--- config.mk ---
export PLATFORM = sky130hd
export DESIGN_NAME = bstbp_ram
export DESIGN_NICKNAME = d
export VERILOG_FILES = /design/src/hw/rtl/bstbp_ram.sv
export SDC_FILE = /design/constraint.sdc
export NUM_CORES = 1
export LEC_CHECK = 0
export BUFFER_PORTS_ARGS = -buffer_cell sky130_fd_sc_hd__buf_2
export CORE_MARGIN = 4
export CORE_UTILIZATION = 45
export CTS_CLUSTER_DIAMETER = 150
export DETAILED_ROUTE_END_ITERATION = 6
export SKIP_LAST_GASP = 1
export SLEW_MARGIN = 20
export SYNTH_ARGS = -nofsm -noshare
export SYNTH_HDL_FRONTEND = slang
export SYNTH_SLANG_ARGS = --single-unit
--- constraint.sdc ---
create_clock -name clk -period 3.1 [get_ports clk]
set_clock_uncertainty 0.2 [all_clocks]
set_input_delay 0.62 -clock clk [delete_from_list [all_inputs] [get_ports clk]]
set_output_delay 0.62 -clock clk [all_outputs]
set_load 0.02 [all_outputs]
--- src/hw/rtl/bstbp_ram.sv ---
// bstbp_ram: generic simple dual port ram, one write and one registered read
// no dependencies
module bstbp_ram #(
  parameter int WIDTH = 8,
  parameter int DEPTH = 16
) (
  input  logic                     clk,
  input  logic                     we,
  input  logic [$clog2(DEPTH)-1:0] waddr,
  input  logic [WIDTH-1:0]         wdata,
  input  logic [$clog2(DEPTH)-1:0] raddr,
  output logic [WIDTH-1:0]         rdata
);

  logic [WIDTH-1:0] mem [DEPTH];

  always_ff @(posedge clk) begin
    if (we) begin
      mem[waddr] <= wdata;
    end
    rdata <= mem[raddr];
  end

endmodule

* Word-level counts from Yosys, hierarchy flattened
Memory sizes are Yosys's and may differ from the RTL's. A register that Yosys moved wholly into a read port is not among the register bits. Cells that the tools add are included.
Storage, ports and cells: bits in registers 0, memory bits (writable) 128, input bits 18, output and inout port bits 8, word-level logic and storage cells 3, memories kept 1
Operators by class: multiplexer cells 2
Memory list:
- mem | words 16, bits a word 8, rd ports 1, clocked after memory_dff 1, write ports 1, RTL line 15 | logic [WIDTH-1:0] mem [DEPTH];
Operators with widths (number):
- 1-bit two-way mux | 2

* Logic depth before layout (Yosys ltp)
word-level depth 2, gate-level depth with buffers 5, mapped depth without buffers 3

* Worst setup path after synthesis
Ideal clock, no wire load.
path type input port to flip-flop, start point input waddr[2], end point memory mem[0][0] (enable), setup time 383 ps, data arrival time 1730 ps, data required time 2517 ps, path slack 787 ps, stages 2, path buffers 0, cells stage by stage or3b_2 nor3_1
RTL lines:
- start, declared | RTL line 9 | input logic [$clog2(DEPTH)-1:0] waddr,
- end, declared | RTL line 15
No word-level cell before the write port.

==> summary.md <==
| Metric | Value |
|---|---|
| Status | complete, no violations |
| Post-CTS Setup Inserts | 0 |
| Crit path max-delay family | multiplexers |
| Top cells by area, synth | edfxtp_1, mux4_2, mux4_1 |
| IO Pins | 26 |
| Switching power of the nets | 0.000807 W |
| Max Buffers Root-to-Sink | 2 |
| Mapped Nets | 247 |
| Cell taking the most area after synthesis | edfxtp_1 |
| Final Hold Fails | 0 |
| Die W | 115 µm |
| Slew HR | 52.5% |
| Register area share after synthesis | 77.8% |
| Synth cell types | 19 |
| Grt total ovfl | 0 |
| Routability cong. | 0.689 |
| H-tree depth | 4 |
| Int Power | 0.00350 W |
| Layout cells sized above 1 | 31.5% |
| Root Driver | clkbuf_16 |
| CTS Buf Count | 17 |
| CP arrival | 1990 ps |
| Post-synth ARST share | 0% |
| Die area | 13200 µm² |
| Core area | 11000 µm² |
| N_diodes | 0 |
| Syn avg cell area | 22.5 µm² |
| Cells after synthesis | 229 |
| Pins Over Slew Limit | 0 |
| Highest Clock Rate | 520 MHz |
| Hold Path Cell Cnt | 1 |
| Post-synth EDFFs | 128 |
| DRT Pass-1 Iters | 5 |
| Fin crit share | 62.0% |
| Die height | 115 µm |
| Worst reg2reg path depth | 3 |
| Sink Count | 136 |
| Maximum vdd drop | 0.000366 V |
| Sw frac | 18.7% |
| Final setup TNS | 0 ps |
| Crit path kind | input pin to flip-flop |
| Fill cells | 858 |
| Setup crit start | raddr[0] |
| Fin nets | 300 |
| Row count | 38 |
| Vias | 2376 |
| Worst-path clk slew | 60 ps |
| Final HPWL DP | 6010 µm |
| RSZ-0062 raised after global routing | no |
| Vias in the first global route | 2440 |
| DR DRC count | 0 |
| Clk pwr share | 47.4% |
| Synth cell count leaders | edfxtp_1, mux4_2, a22oi_1 |
| Total stage count of the critical path | 5 |
| Port Buf Inserts | 25 |
| Min-delay src | wdata[5] |
| Worst EP required | 3170 ps |
| Most numerous cell in the Yosys netlist | edfxtp_1 |
| Logic pwr share | 4.6% |
| Buf+Inv Stages, Crit Path | 2 |
| Cts hold-fix bufs | 0 |
| Static Leakage | 2.11 nW |
| CP peak stage delay | 600 ps |
| DRT antenna net count | 0 |
| Initial Util | 46.7% |
| Initial DRC count | 157 |
| Yosys top cell area share | 74.7% |
| Crit path capture type | flip-flop |
| CP Max Fanout | 32 |
| First-pass GRT wire length | 14700 µm |
| Tightest Hold Check Type | input pin to flip-flop |
| Origin of the critical flop-to-flop path | mem[1][5] |
| Post-synthesis register bit count | 136 |
| MaxCap Viol Count | 0 |
| Mapped Area | 5150 µm² |
| CTS tree | yes |
| Post-CTS Resized | 0 |
| Area growth syn-to-layout | 19.2% |
| Via density | 5.46 |
| Min Tclk post-route | 1920 ps |
| Worst slew pin tran | 710 ps |
| Sequential power share | 48.0% |
| Sequential cell area | 4000 µm² |
| Initial antenna violation count | 0 |
| Largest net degree at the start of global routing | 33 |
| Worst-Skew Late Latency | 410 ps |
| Top_reg_cell synth | edfxtp_1 |
| Wire length per cell | 22.3 µm |
| Critical Path Start Type | input pin |
| Cells along the critical path | buf_2, buf_12, mux4_1, a22oi_1, nand2_1 |
| Final setup viols | 0 |
| DRT Wirelength | 9700 µm |
| All-Layer GR Usage | 16.0% |
| Critical-path top delay cell | mux4_1 |
| Multi-input gate area | 1060 µm² |
| Final Util | 55.6% |
| Power Density | 703 nW/µm² |
| YS warnings | 0 |
[area by class of cell]
class / instances / area share, %
Tap cell: 140 / 2.85
Multi-Input combinational cell: 83 / 17.2
Clock inverter: 8 / 1.92
Sequential cell: 136 / 65.3
Timing Repair Buffer: 44 / 4.57
Clock buffer: 24 / 8.18
[metal layers]
metal	GRT usage, %	part of all wire [%]	vias up
met3	4.42	4.6	5
li1	-	-	1081
met1	21.9	43	1239
met2	24.5	51	51
met4	6.34	0.82	0
met5	0	0	-
[registers in the layout (all words and copies together), names as in the netlist]
register and cells:
rdata 8, mem 128
[worst paths after layout]
kind | end | slack, ps
hold reg to reg | rdata[3] | 460
hold / removal | mem[6][5] | 390
setup / recovery | rdata[5] | 1180
setup reg to reg | rdata[5] | 1510
[power groups by stage]
stage,combinational (W),sequential [W],clock (W)
4_1_cts,0.000206,0.00207,0.00208
3_5_place_dp,0.000206,0.00211,0
3_3_place_gp,0.000203,0.00211,0
5_1_grt,0.000217,0.00207,0.00218
2_1_floorplan,0.000104,0.00212,0
6_report,0.000200,0.00207,0.00204
[layout by cell type (no fill, tap or decap)]
cell type,Yosys,layout
a22oi_1,16,16
and2_1,1,1
and2b_1,1,1
buf_12,0,1
buf_2,3,25
buf_4,1,18
bufinv_16,0,3
clkbuf_1,0,2
clkbuf_16,0,17
clkbuf_8,0,5
clkinv_2,0,4
clkinvlp_4,0,1
dfxtp_1,8,8
edfxtp_1,128,128
mux4_1,14,14
mux4_2,18,18
nand2_1,9,9
nand2b_1,2,2
nand3_1,1,1
nand3b_1,2,2
nor2_1,13,13
nor2b_1,1,1
nor3_1,4,4
or3b_2,1,1
[worst register-to-register path: stages (launching register included)]
cell and delay, ps:
edfxtp_1 350, mux4_1 510, a22oi_1 260, nand2_1 130
[logic make-up (layout without fill, tap and decap cells)]
group / after synthesis / after routing / share of synthesized area, %
mux: 32 / 32 / 15.0
flops: 136 / 136 / 77.8
simple gates: 35 / 35 / 3.18
buf+inv: 10 / 76 / 1.68
compound gates: 16 / 16 / 2.33
[through the flow]
| step | instances | worst slack [ps] | instance area (µm²) | hold slack, ps | power [W] |
|---|---|---|---|---|---|
| final | 435 | 1180 | 6140 | 389 | 0.00431 |
| after CTS | 435 | 1160 | 6140 | 384 | 0.00436 |
| after floorplan | 229 | 787 | 5150 | 429 | 0.00222 |
| after global routing | 435 | 1150 | 6140 | 391 | 0.00447 |
| after global placement | 403 | 740 | 5520 | 447 | 0.00231 |
| after detailed placement | 403 | 762 | 5520 | 455 | 0.00231 |
(Power assumes the default switching activity.)
